### config.mk
export PLATFORM = sky130hd
export DESIGN_NAME = fire_heat_simulation_unit
export DESIGN_NICKNAME = d
export VERILOG_FILES = /design/src/hdl/fhs_pkg.sv /design/src/hdl/fhs_cell.sv /design/src/hdl/fhs_divu.sv /design/src/hdl/fire_heat_simulation_unit.sv
export SDC_FILE = /design/constraint.sdc
export NUM_CORES = 2
export LEC_CHECK = 0
export BUFFER_PORTS_ARGS = -buffer_cell sky130_fd_sc_hd__buf_2
export CORE_MARGIN = 2
export CORE_UTILIZATION = 50
export CTS_CLUSTER_SIZE = 8
export DETAILED_ROUTE_END_ITERATION = 8
export HOLD_SLACK_MARGIN = 0.05
export PLACE_DENSITY = 0.68
export SKIP_LAST_GASP = 1
export SLEW_MARGIN = 20
export SYNTH_ARGS = -nofsm -noshare
export SYNTH_HDL_FRONTEND = slang
export SYNTH_SLANG_ARGS = --single-unit
### constraint.sdc
create_clock -name clk -period 10.3 [get_ports clk]
set_clock_uncertainty 0.1 [all_clocks]
set_input_delay 1.545 -clock clk [delete_from_list [all_inputs] [get_ports clk]]
set_output_delay 1.545 -clock clk [all_outputs]
set_load 0.005 [all_outputs]
### src/hdl/fhs_pkg.sv
// Shared types, constants and helper functions for the fire heat simulation unit.
package fhs_pkg;

    typedef logic [7:0] fhs_heat_t;

    typedef struct packed {
        logic [7:0] red;
        logic [7:0] green;
        logic [7:0] blue;
    } fhs_rgb_t;

    typedef struct packed {
        logic busy;
        logic done;
    } fhs_div_stat_t;

    // configuration register indexes
    localparam logic [1:0] REG_COOLING = 2'd0;
    localparam logic [1:0] REG_SPARK   = 2'd1;
    localparam logic [1:0] REG_MIRROR  = 2'd2;
    localparam logic [1:0] REG_LENGTH  = 2'd3;

    localparam logic [7:0] COOLING_RST = 8'd50;
    localparam logic [7:0] SPARK_RST   = 8'd120;
    localparam logic [6:0] LENGTH_RST  = 7'd64;

    localparam logic [7:0] SPARK_BASE  = 8'd160;
    localparam logic [7:0] SPARK_MOD   = 8'd95;
    localparam logic [7:0] HEAT_MAX    = 8'd255;
    localparam logic [15:0] COOL_MUL   = 16'd10;
    localparam logic [7:0] COOL_BIAS   = 8'd2;
    localparam logic [15:0] SCALE_MUL  = 16'd191;
    localparam logic [20:0] THIRD_MUL  = 21'd683;   // 683/2048 ~ 1/3, exact for s <= 765

    function automatic fhs_heat_t div3(input logic [9:0] s);
        logic [20:0] p;
        p = 21'(s) * THIRD_MUL;
        return p[18:11];
    endfunction

    // value below 256 is under three times the modulus: two compare-subtracts
    function automatic logic [7:0] mod95(input logic [7:0] b);
        logic [7:0] r;
        r = b;
        if (r >= SPARK_MOD)
        begin
            r = r - SPARK_MOD;
        end
        if (r >= SPARK_MOD)
        begin
            r = r - SPARK_MOD;
        end
        return r;
    endfunction

    function automatic fhs_rgb_t heat_to_rgb(input fhs_heat_t h);
        logic [15:0] prod;
        logic [7:0]  t;
        logic [7:0]  ramp;
        fhs_rgb_t    c;
        prod = 16'(h) * SCALE_MUL;
        t    = prod[15:8] + {7'd0, (h != 8'd0)};
        ramp = {t[5:0], 2'b00};
        if (t[7])
        begin
            c = '{red: HEAT_MAX, green: HEAT_MAX, blue: ramp};
        end
        else if (t[6])
        begin
            c = '{red: HEAT_MAX, green: ramp, blue: 8'd0};
        end
        else
        begin
            c = '{red: ramp, green: 8'd0, blue: 8'd0};
        end
        return c;
    endfunction

endpackage

### src/hdl/fhs_cell.sv
// One heat cell of the rotating ring: holds a heat value and takes its neighbor's on a shift.
module fhs_cell (
    input  logic             clk,
    input  logic             rst_n,
    input  logic             shift,
    input  fhs_pkg::fhs_heat_t din,
    output fhs_pkg::fhs_heat_t dout
);
    import fhs_pkg::*;

    fhs_heat_t heat_reg;

    always_ff @(posedge clk or negedge rst_n)
    begin
        if (!rst_n)
        begin
            heat_reg <= '0;
        end
        else if (shift)
        begin
            heat_reg <= din;
        end
    end

    assign dout = heat_reg;

endmodule

### src/hdl/fhs_divu.sv
// Restoring divider, one quotient bit per cycle, 8-bit divisor.
module fhs_divu #(
    parameter int DW = 16
) (
    input  logic                   clk,
    input  logic                   rst_n,
    input  logic                   start,
    input  logic [DW-1:0]          dividend,
    input  logic [7:0]             divisor,
    output fhs_pkg::fhs_div_stat_t stat,
    output logic [DW-1:0]          quotient,
    output logic [7:0]             remainder
);
    import fhs_pkg::*;

    localparam int CNTW = $clog2(DW + 1);

    logic [CNTW-1:0] cnt_reg;
    logic            done_reg;
    logic [DW-1:0]   quo_reg;
    logic [DW-1:0]   quo_next;
    logic [7:0]      rem_reg;
    logic [7:0]      rem_next;
    logic [7:0]      dsr_reg;
    logic [8:0]      trial;
    logic            busy;

    assign busy  = (cnt_reg != '0);
    assign trial = {rem_reg, quo_reg[DW-1]};

    always_comb
    begin
        if (trial >= {1'b0, dsr_reg})
        begin
            rem_next = 8'(trial - {1'b0, dsr_reg});
            quo_next = {quo_reg[DW-2:0], 1'b1};
        end
        else
        begin
            rem_next = trial[7:0];
            quo_next = {quo_reg[DW-2:0], 1'b0};
        end
    end

    always_ff @(posedge clk or negedge rst_n)
    begin
        if (!rst_n)
        begin
            cnt_reg  <= '0;
            done_reg <= 1'b0;
        end
        else
        begin
            done_reg <= (cnt_reg == CNTW'(1));
            if (start)
            begin
                cnt_reg <= CNTW'(DW);
            end
            else if (busy)
            begin
                cnt_reg <= cnt_reg - CNTW'(1);
            end
        end
    end

    always_ff @(posedge clk)
    begin
        if (start)
        begin
            quo_reg <= dividend;
            rem_reg <= '0;
            dsr_reg <= divisor;
        end
        else if (busy)
        begin
            quo_reg <= quo_next;
            rem_reg <= rem_next;
        end
    end

    assign stat.busy = busy;
    assign stat.done = done_reg;
    assign quotient  = quo_reg;
    assign remainder = rem_reg;

endmodule

### src/hdl/fire_heat_simulation_unit.sv
// Top level: config registers, sequencer, heat cell ring and pixel output stage.
//
//  channel  | handshake            | payload
//  ---------+----------------------+--------------------------------------------------
//  in       | in_valid / in_ready  | random_word
//  out      | out_valid / out_ready| pixel_index, pixel_red/green/blue, frame_last
//  cfg      | cfg_write            | cfg_index, cfg_data
//
// One word at a time. A cooling word runs the shared divider for the cooling factor, then the
// four byte remainder lanes, then one full turn of the cell ring. A spark word runs the divider
// for the spark position, then one ring turn emitting a pixel per active cell.
// Reset clears all heat cells and the frame position; registers take their defaults.
// While the output register holds an untaken pixel a spark word's ring freezes on the next active cell.
module fire_heat_simulation_unit #(
    parameter int MAX_CELLS = 64
) (
    input  logic        clk,
    input  logic        rst_n,
    input  logic        cfg_write,
    input  logic [1:0]  cfg_index,
    input  logic [7:0]  cfg_data,
    input  logic        in_valid,
    output logic        in_ready,
    input  logic [31:0] random_word,
    output logic        out_valid,
    input  logic        out_ready,
    output logic [5:0]  pixel_index,
    output logic [7:0]  pixel_red,
    output logic [7:0]  pixel_green,
    output logic [7:0]  pixel_blue,
    output logic        frame_last
);
    import fhs_pkg::*;

    localparam int CW = $clog2(MAX_CELLS);

    localparam logic [1:0] ST_IDLE = 2'd0;
    localparam logic [1:0] ST_DIV  = 2'd1;
    localparam logic [1:0] ST_MOD  = 2'd2;
    localparam logic [1:0] ST_ROT  = 2'd3;

    // configuration
    logic [7:0] cooling_rate_reg;
    logic [7:0] spark_chance_reg;
    logic       mirror_output_reg;
    logic [6:0] strip_length_reg;
    logic [6:0] len;

    // control
    logic [1:0]    state_reg;
    logic [1:0]    state_next;
    logic [CW-1:0] head_reg;
    logic          spark_phase_reg;
    logic [6:0]    cool_idx_reg;
    logic          spark_mode_reg;
    logic [6:0]    cool_base_reg;
    logic [2:0]    cool_cnt_reg;
    logic [31:0]   word_reg;
    logic          cf_zero_reg;
    fhs_heat_t     prev1_reg;
    fhs_heat_t     prev2_reg;

    // output stage
    logic          out_valid_reg;
    fhs_heat_t     out_heat_reg;
    logic [5:0]    out_index_reg;
    logic          out_last_reg;

    logic          in_accept;
    logic          spark_sel;
    logic [2:0]    cool_cnt;
    logic [6:0]    cool_end;

    // divider and lanes
    fhs_div_stat_t div_stat;
    logic [15:0]   div_dividend;
    logic [15:0]   div_quo;
    logic [7:0]    div_rem;
    logic [7:0]    cf;
    logic          lane_start;
    fhs_div_stat_t lane_stat [4];
    logic [7:0]    lane_rem  [4];
    logic          lanes_done;

    // ring
    fhs_heat_t cell_q [MAX_CELLS];
    fhs_heat_t cell_d [MAX_CELLS];
    fhs_heat_t head_old;
    fhs_heat_t head_new;
    fhs_heat_t diffused;
    fhs_heat_t cooled_val;
    fhs_heat_t sparked;
    fhs_heat_t cool_amt;
    logic [8:0] spark_sum;
    logic [6:0] head_ext;
    logic [6:0] cool_off;
    logic       head_active;
    logic       head_cooled;
    logic       spark_hit;
    logic [7:0] spark_add;
    logic       advance;
    logic       load_out;
    logic       last_step;
    logic [6:0] mirror_pos;
    fhs_rgb_t   rgb;

    always_comb
    begin
        if (strip_length_reg == 7'd0)
        begin
            len = 7'd1;
        end
        else if (strip_length_reg > 7'(MAX_CELLS))
        begin
            len = 7'(MAX_CELLS);
        end
        else
        begin
            len = strip_length_reg;
        end
    end

    always_ff @(posedge clk or negedge rst_n)
    begin
        if (!rst_n)
        begin
            cooling_rate_reg  <= COOLING_RST;
            spark_chance_reg  <= SPARK_RST;
            mirror_output_reg <= 1'b0;
            strip_length_reg  <= LENGTH_RST;
        end
        else if (cfg_write)
        begin
            unique case (cfg_index)
                REG_COOLING: cooling_rate_reg  <= cfg_data;
                REG_SPARK:   spark_chance_reg  <= cfg_data;
                REG_MIRROR:  mirror_output_reg <= cfg_data[0];
                REG_LENGTH:  strip_length_reg  <= cfg_data[6:0];
            endcase
        end
    end

    assign in_ready  = (state_reg == ST_IDLE);
    assign in_accept = in_valid && in_ready;
    assign spark_sel = spark_phase_reg || (cool_idx_reg >= len);

    // cells cooled by this word: one per byte while the rest of the word is nonzero and the cell is within the strip
    always_comb
    begin
        cool_cnt = 3'd1;
        for (int j = 1; j < 4; j++)
        begin
            if (((random_word >> (8 * j)) != 32'd0) &&
                ((8'(cool_idx_reg) + 8'(j)) < 8'(len)))
            begin
                cool_cnt = cool_cnt + 3'd1;
            end
        end
    end
    assign cool_end = cool_idx_reg + 7'(cool_cnt);

    assign div_dividend = spark_sel ? random_word[23:8] : (16'(cooling_rate_reg) * COOL_MUL);

    fhs_divu #(.DW(16)) u_div (
        .clk       (clk),
        .rst_n     (rst_n),
        .start     (in_accept),
        .dividend  (div_dividend),
        .divisor   (8'(len)),
        .stat      (div_stat),
        .quotient  (div_quo),
        .remainder (div_rem)
    );

    assign cf         = div_quo[7:0] + COOL_BIAS;
    assign lane_start = (state_reg == ST_DIV) && div_stat.done && !spark_mode_reg;

    for (genvar j = 0; j < 4; j++)
    begin : g_lane
        fhs_divu #(.DW(8)) u_lane (
            .clk       (clk),
            .rst_n     (rst_n),
            .start     (lane_start),
            .dividend  (word_reg[8*j +: 8]),
            .divisor   (cf),
            .stat      (lane_stat[j]),
            .quotient  (),
            .remainder (lane_rem[j])
        );
    end

    always_comb
    begin
        lanes_done = 1'b1;
        for (int j = 0; j < 4; j++)
        begin
            lanes_done = lanes_done && lane_stat[j].done;
        end
    end

    // ring of cells; position 0 is the head, the processed value re-enters at the tail
    for (genvar k = 0; k < MAX_CELLS; k++)
    begin : g_cell
        if (k == MAX_CELLS - 1)
        begin : g_tail
            assign cell_d[k] = head_new;
        end
        else
        begin : g_body
            assign cell_d[k] = cell_q[k+1];
        end
        fhs_cell u_cell (
            .clk   (clk),
            .rst_n (rst_n),
            .shift (advance),
            .din   (cell_d[k]),
            .dout  (cell_q[k])
        );
    end

    assign head_old    = cell_q[0];
    assign head_ext    = 7'(head_reg);
    assign head_active = (head_ext < len);
    assign cool_off    = head_ext - cool_base_reg;
    assign head_cooled = (head_ext >= cool_base_reg) && (cool_off < 7'(cool_cnt_reg));
    assign cool_amt    = cf_zero_reg ? word_reg[8*cool_off[1:0] +: 8] : lane_rem[cool_off[1:0]];
    assign cooled_val  = (head_cooled && (head_old > cool_amt)) ? (head_old - cool_amt) :
                         (head_cooled ? 8'd0 : head_old);

    // diffusion uses the unmodified heat of the two cells below
    assign diffused  = ((head_ext >= 7'd2) && head_active) ?
                       div3(10'(prev1_reg) + {1'b0, prev2_reg, 1'b0}) : head_old;
    assign spark_hit = (word_reg[7:0] < spark_chance_reg) && (8'(head_reg) == div_rem);
    assign spark_add = SPARK_BASE + mod95(word_reg[31:24]);
    assign spark_sum = 9'(diffused) + 9'(spark_add);
    assign sparked   = spark_hit ? (spark_sum[8] ? HEAT_MAX : spark_sum[7:0]) : diffused;
    assign head_new  = spark_mode_reg ? sparked : cooled_val;

    assign advance   = (state_reg == ST_ROT) &&
                       (!spark_mode_reg || !head_active || !out_valid_reg || out_ready);
    assign load_out  = advance && spark_mode_reg && head_active;
    assign last_step = advance && (head_reg == CW'(MAX_CELLS - 1));
    assign mirror_pos = len - 7'd1 - head_ext;

    always_comb
    begin
        state_next = state_reg;
        unique case (state_reg)
            ST_IDLE:
            begin
                if (in_accept)
                begin
                    state_next = ST_DIV;
                end
            end
            ST_DIV:
            begin
                if (div_stat.done)
                begin
                    state_next = spark_mode_reg ? ST_ROT : ST_MOD;
                end
            end
            ST_MOD:
            begin
                if (lanes_done)
                begin
                    state_next = ST_ROT;
                end
            end
            ST_ROT:
            begin
                if (last_step)
                begin
                    state_next = ST_IDLE;
                end
            end
        endcase
    end

    always_ff @(posedge clk or negedge rst_n)
    begin
        if (!rst_n)
        begin
            state_reg       <= ST_IDLE;
            head_reg        <= '0;
            spark_phase_reg <= 1'b0;
            cool_idx_reg    <= '0;
            spark_mode_reg  <= 1'b0;
            out_valid_reg   <= 1'b0;
        end
        else
        begin
            state_reg <= state_next;
            if (in_accept)
            begin
                spark_mode_reg <= spark_sel;
                if (spark_sel)
                begin
                    spark_phase_reg <= 1'b0;
                    cool_idx_reg    <= '0;
                end
                else
                begin
                    cool_idx_reg    <= cool_end;
                    spark_phase_reg <= (cool_end >= len);
                end
            end
            if (last_step)
            begin
                head_reg <= '0;
            end
            else if (advance)
            begin
                head_reg <= head_reg + CW'(1);
            end
            if (load_out)
            begin
                out_valid_reg <= 1'b1;
            end
            else if (out_ready)
            begin
                out_valid_reg <= 1'b0;
            end
        end
    end

    always_ff @(posedge clk)
    begin
        if (in_accept)
        begin
            word_reg      <= random_word;
            cool_base_reg <= cool_idx_reg;
            cool_cnt_reg  <= cool_cnt;
        end
        if (lane_start)
        begin
            cf_zero_reg <= (cf == 8'd0);
        end
        if (advance)
        begin
            prev2_reg <= prev1_reg;
            prev1_reg <= head_old;
        end
        if (load_out)
        begin
            out_heat_reg  <= head_new;
            out_index_reg <= mirror_output_reg ? mirror_pos[5:0] : head_ext[5:0];
            out_last_reg  <= (head_ext == (len - 7'd1));
        end
    end

    assign rgb         = heat_to_rgb(out_heat_reg);
    assign out_valid   = out_valid_reg;
    assign pixel_index = out_index_reg;
    assign pixel_red   = rgb.red;
    assign pixel_green = rgb.green;
    assign pixel_blue  = rgb.blue;
    assign frame_last  = out_last_reg;

    a_div_in_div: assert property (@(posedge clk) disable iff (!rst_n)
        div_stat.done |-> (state_reg == ST_DIV))
        else $error("divider finished outside its wait state");

    a_lane_in_mod: assert property (@(posedge clk) disable iff (!rst_n)
        lane_stat[0].done |-> (state_reg == ST_MOD))
        else $error("remainder lanes finished outside their wait state");

    a_idle_aligned: assert property (@(posedge clk) disable iff (!rst_n)
        (state_reg == ST_IDLE) |-> (head_reg == '0))
        else $error("ring not realigned when idle");

    a_no_pixel_cooling: assert property (@(posedge clk) disable iff (!rst_n)
        ((state_reg == ST_ROT) && !spark_mode_reg) |=> !$rose(out_valid_reg))
        else $error("pixel produced by a cooling word");

    a_cool_idx_range: assert property (@(posedge clk) disable iff (!rst_n)
        cool_idx_reg <= 7'(MAX_CELLS + 3))
        else $error("cooling position out of range");

endmodule
After elaboration in Yosys (flattened, before gate mapping). Cells that the tools add are included. W data, S select, Z words.

$lt $le $gt $ge: 20. Multiplexer cells: 63. Div/mod/pow operators: 0. Equality and inequality tests: 18. Shifts and indexed selects: 1. Reduce and logical (&&, ||, !) cells: 49. Multiply operators: 3. Add/sub/neg operators: 28. Bitwise operators: 1.

Operator list (number): $mux W8 (24); $reduce_bool A32 Y1 (3); $mux W16 (3); $mux W24 (2); $sub A8 B8 Y8 (5); $ge A9 B8 Y1 (4); $mux W4 (8); $shiftx A32 B6 Y8 (1); $lt A8 B7 Y1 (3); $mux W7 (3); $mul A10 B10 Y19 const B (1); $mux W6 (3); $logic_and A1 B1 Y1 (17); $add A7 B2 Y8 const B (2); $bmux W8 S2 (1); $eq A4 B1 Y1 const B (4); $ge A8 B7 Y1 const B (2); $mul A8 B8 Y16 const B (1); $reduce_bool A4 Y1 (4); $sub A4 B1 Y4 const B (4); $sub A8 B7 Y8 const B (2); $ge A7 B7 Y1 (2); $reduce_bool A2 Y1 (7); $mul A8 B3 Y11 const B (1); other kinds (46) (76).

Memories kept: 0. Output and inout port bits: 33. Register bits: 757. Bits in latches: 0. Word-level logic and storage cells: 288. Bits of input ports: 47. Bits in read-only memories: 0. RAM bits: 0.

Depth between registers and ports, before layout.
Word-level depth: 13. Gate-level depth with buffers: 36. Depth with buffers taken out: 36.

Modules after synthesis. From an unflattened synthesis, not the netlist that was laid out.

Cells, all modules: 3197. Area, all modules: 42853.6 um^2.

Modules (own cells, without submodules): fhs_cell (instances 64, cells an instance 17, area each 331.6 um^2); fire_heat_simulation_unit (instances 1, cells an instance 1282, area each 12669.7 um^2); fhs_divu at g_lane[0].u_lane ... (instances 4, cells an instance 159, area each 1717.9 um^2); fhs_divu at u_div (instances 1, cells an instance 191, area each 2092.0 um^2).

Worst setup path after synthesis. No wires, ideal clock.

Kind: flip-flop to flip-flop. Start: reg prev1_reg[1]. End: reg out_heat_reg[5], data pin. Setup time: 268 ps. Arrival: 7117 ps. Buffers on the path: 0. Path slack: 2815 ps. Stages on the path, launching flop included: 34. Path through: edfxtp_1 ha_1 fa_1 a21oi_1 nor2_1 o21ai_0 nand2b_1 a21oi_1 xnor2_1 xnor2_1 inv_1 ha_1 inv_1 fa_1 inv_1 fa_1 inv_1 fa_1 inv_1 ha_1 nand4_1 a211oi_1 nand4b_1 a31o_2 a211o_1 a21oi_1 xnor2_1 o21ai_0 ha_1 nor2b_1 a41oi_2 or3b_4 nor4_2 nor2_1.

RTL lines: from (decl) (line fire_heat_simulation_unit.sv:60) `fhs_heat_t prev1_reg;`; from (signal assigned) (line fire_heat_simulation_unit.sv:342) `prev1_reg <= head_old;`; to (signal assigned) (line fire_heat_simulation_unit.sv:346) `out_heat_reg <= head_new;`; to (decl) (line fire_heat_simulation_unit.sv:65) `fhs_heat_t out_heat_reg;`.

==> results.json <==
{
  "grt_busiest_layer": "met2",
  "die_h_um": 282,
  "synth_top_area_frac": 0.371,
  "numCtsBuffers": 104,
  "largest_reg_flops": 512,
  "power_density_nw_per_um2": 156,
  "grt_start_max_net_pins": 251,
  "yosysMostFrequentCell": "nand2_1",
  "ant_nets": 0,
  "clkSlewWorstSetupHoldPaths_ns": 0.06,
  "clkLatencyLatePin_ns": 0.68,
  "end_kind": "flop",
  "ios": 80,
  "hp-class": "flop to flop",
  "crit_required_ns": 10.57,
  "yosys_most_used_dff": "dfrtp_1",
  "grt_pass1_vias": 26991,
  "period_share": 0.800,
  "critPathMaxStageDelay_ns": 0.52,
  "pre_cts_ws_ns": 2.08,
  "path_class": "flop to flop",
  "ir_worst_vdd_v": 0.000131,
  "postCtsSetupBuffers": 0,
  "hpwlAfterDp_mm": 54.8,
  "synth_area_sq_um": 38600,
  "row_count": 101,
  "start_kind": "flop",
  "post-place-cells": 5127,
  "die_w_um": 282,
  "wl_mm": 82.1,
  "cts_tree": "yes",
  "core_area_sq_um": 76200,
  "path_max_fanout": 8,
  "gp_congestion": 0.862,
  "tightest_slew_ns": 1.16,
  "grt_use_met1": 0.297,
  "root_buffer": "clkbuf_16",
  "yosys.area.top_type": "dfrtp_1",
  "cts_hold_buffers": 0,
  "finalHoldViolCount": 0,
  "power_leakage_uw": 0.0224,
  "synth_edf_count": 137,
  "drt_iter0_markers": 2078,
  "cpMostUsedCell": "a21oi_1",
  "p_seq_frac": 0.462,
  "nFillCells": 6660,
  "layout.cells.non_filler": 5285,
  "async_reset_ff_frac": 0.766,
  "grt_use_met2": 0.338,
  "clockBufferDepth": 3,
  "overflow": 0,
  "port_buffers": 77,
  "start_util": 0.507,
  "max_slew_margin": 0.223,
  "critPathTopFamily": "adder cells",
  "setup_tns_ns": 0,
  "first_pass_iters": 5,
  "swShare": 0.235,
  "fin_crit_ns": 8.24,
  "final_max_slew_viol_count": 0,
  "antenna_found_initial": 0,
  "pwr-share-clk": 0.468,
  "grtUsageMet3": 0.0328,
  "combPwrFrac": 0.070,
  "ctsResizeCount": 0,
  "grt_pass1_wl_mm": 137,
  "timing.final.ws_setup_ns": 2.06,
  "vias": 27352,
  "ys_types": 87,
  "p_sw_uw": 1570,
  "crit_arrival_ns": 8.51,
  "cts_sinks": 757,
  "syn2layout_area_growth_pct": 10.9,
  "grtUsageTotal": 0.212,
  "synth_area_leaders": "dfrtp_1 (37%), nand2_1 (17%), edfxtp_1 (11%), ha_1 (8.6%), fa_1 (3.0%)",
  "p_int_uw": 5120,
  "synth_cells": 4166,
  "ys_ff_latch": 757,
  "cap_viol_max_count": 0,
  "syn_avg_cell_area_sq_um": 9.27,
  "cp.buffers_inverters": 3,
  "slowest_stage": "fa_1",
  "final_nets": 4574,
  "drive_gt1_frac": 0.0705,
  "rsz0062_at_grt": "no",
  "synth_warnings": 0,
  "yosysSeqAreaShare": 0.503,
  "remaining_drc_errors": 0,
  "fin_util": 0.562,
  "status": "finished clean",
  "synth_common_cells": "nand2_1 (1757), dfrtp_1 (572), ha_1 (266)",
  "antenna_cells": 0,
  "htreeDepth": 3,
  "finalSetupViolCount": 0,
  "die_area_sq_um": 79500,
  "vias_per_cell": 5.18,
  "wl_per_cell_um": 15.5,
  "fmax_ghz": 0.121
}
==> kinds of logic (layout without fill, tap and decap cells) <==
family / Yosys count / count (layout) / share of synthesized area
fa+ha+maj: 325 / 325 / 0.116
buf+inv: 378 / 466 / 0.0378
simple gates: 2084 / 2084 / 0.216
xor+xnor: 132 / 132 / 0.0301
compound gates: 392 / 392 / 0.0643
mux: 97 / 97 / 0.0317
other cells: 1 / 2 / 0.0000971
flops: 757 / 757 / 0.503
==> power groups by stage <==
| stage | clock, uW | sequential (uW) | combinational [uW] |
|---|---|---|---|
| 2_1_floorplan | 0 | 3140 | 318 |
| 3_3_place_gp | 0 | 3140 | 463 |
| 3_5_place_dp | 0 | 3140 | 469 |
| 4_1_cts | 3200 | 3090 | 473 |
| 5_1_grt | 3330 | 3090 | 536 |
| 6_report | 3130 | 3090 | 466 |
==> worst reg2reg max path, delay by kind of cell, from the launching register on <==
kind                     cells  cell delay (ns)
AND/OR/NAND/NOR              8             1.43
buffers and inverters        3             0.34
adder cells (fa/ha/maj)      8             3.16
XOR/XNOR                     1             0.22
AO/OA/AOI/OAI               13             2.36
flip-flops                   1             0.39
==> layer usage <==
metal / wire length, um / up-vias
met3: 3850 / 127
met2: 37300 / 489
met1: 38800 / 13163
met5: 0 / -
li1: - / 13573
met4: 2150 / 0
==> cell type report <==
cell class	instances	area [sq um]	area share
sequential	757	19400	0.454
multi-input combinational	3032	17800	0.415
clock buffer	151	2780	0.0649
tap	1030	1290	0.0301
inverter	207	785	0.0183
timing repair buffer	101	617	0.0144
clock inverter	7	159	0.00371
==> cells in the final DEF, fill, tap and decap left out, drive strengths merged, types with 32 or more instances in the layout <==
cell | netlist | final
edfxtp | 137 | 137
nand2 | 1757 | 1757
xor2 | 41 | 41
inv | 207 | 208
nand3 | 32 | 32
dfrtp | 572 | 572
a21oi | 83 | 83
xnor2 | 91 | 91
nor2b | 34 | 34
ha | 266 | 266
a21o | 41 | 41
nor2 | 127 | 127
buf | 20 | 101
o21ai | 139 | 139
mux2 | 39 | 39
clkbuf | 151 | 151
fa | 58 | 58
mux2i | 42 | 42
dfxtp | 40 | 40
==> worst paths after layout <==
kind | startpoint | endpoint | slack (ns) | depth (start not counted)
setup reg to reg | prev1_reg[1] | out_heat_reg[5] | 2.06 | 33
min in group asynchronous | rst_n | strip_length_reg[0] | 0.72 | 1
hold reg to reg | g_cell[62].u_cell.dout[4] | g_cell[61].u_cell.dout[4] | 0.35 | 2
hold / removal | g_cell[62].u_cell.dout[4] | g_cell[61].u_cell.dout[4] | 0.35 | 2
setup / recovery | prev1_reg[1] | out_heat_reg[5] | 2.06 | 33
max in group asynchronous | rst_n | g_cell[46].u_cell.dout[3] | 7.16 | 3
==> stage by stage <==
step	hold WS [ns]	power (uW)	area, sq um
5_1_grt	0.369	6960	42800
4_1_cts	0.350	6770	42800
6_report	0.349	6690	42800
3_3_place_gp	0.338	3610	39900
2_1_floorplan	0.333	3450	38600
3_5_place_dp	0.348	3610	39900
No activity file was read; power rests on OpenSTA's default activity.
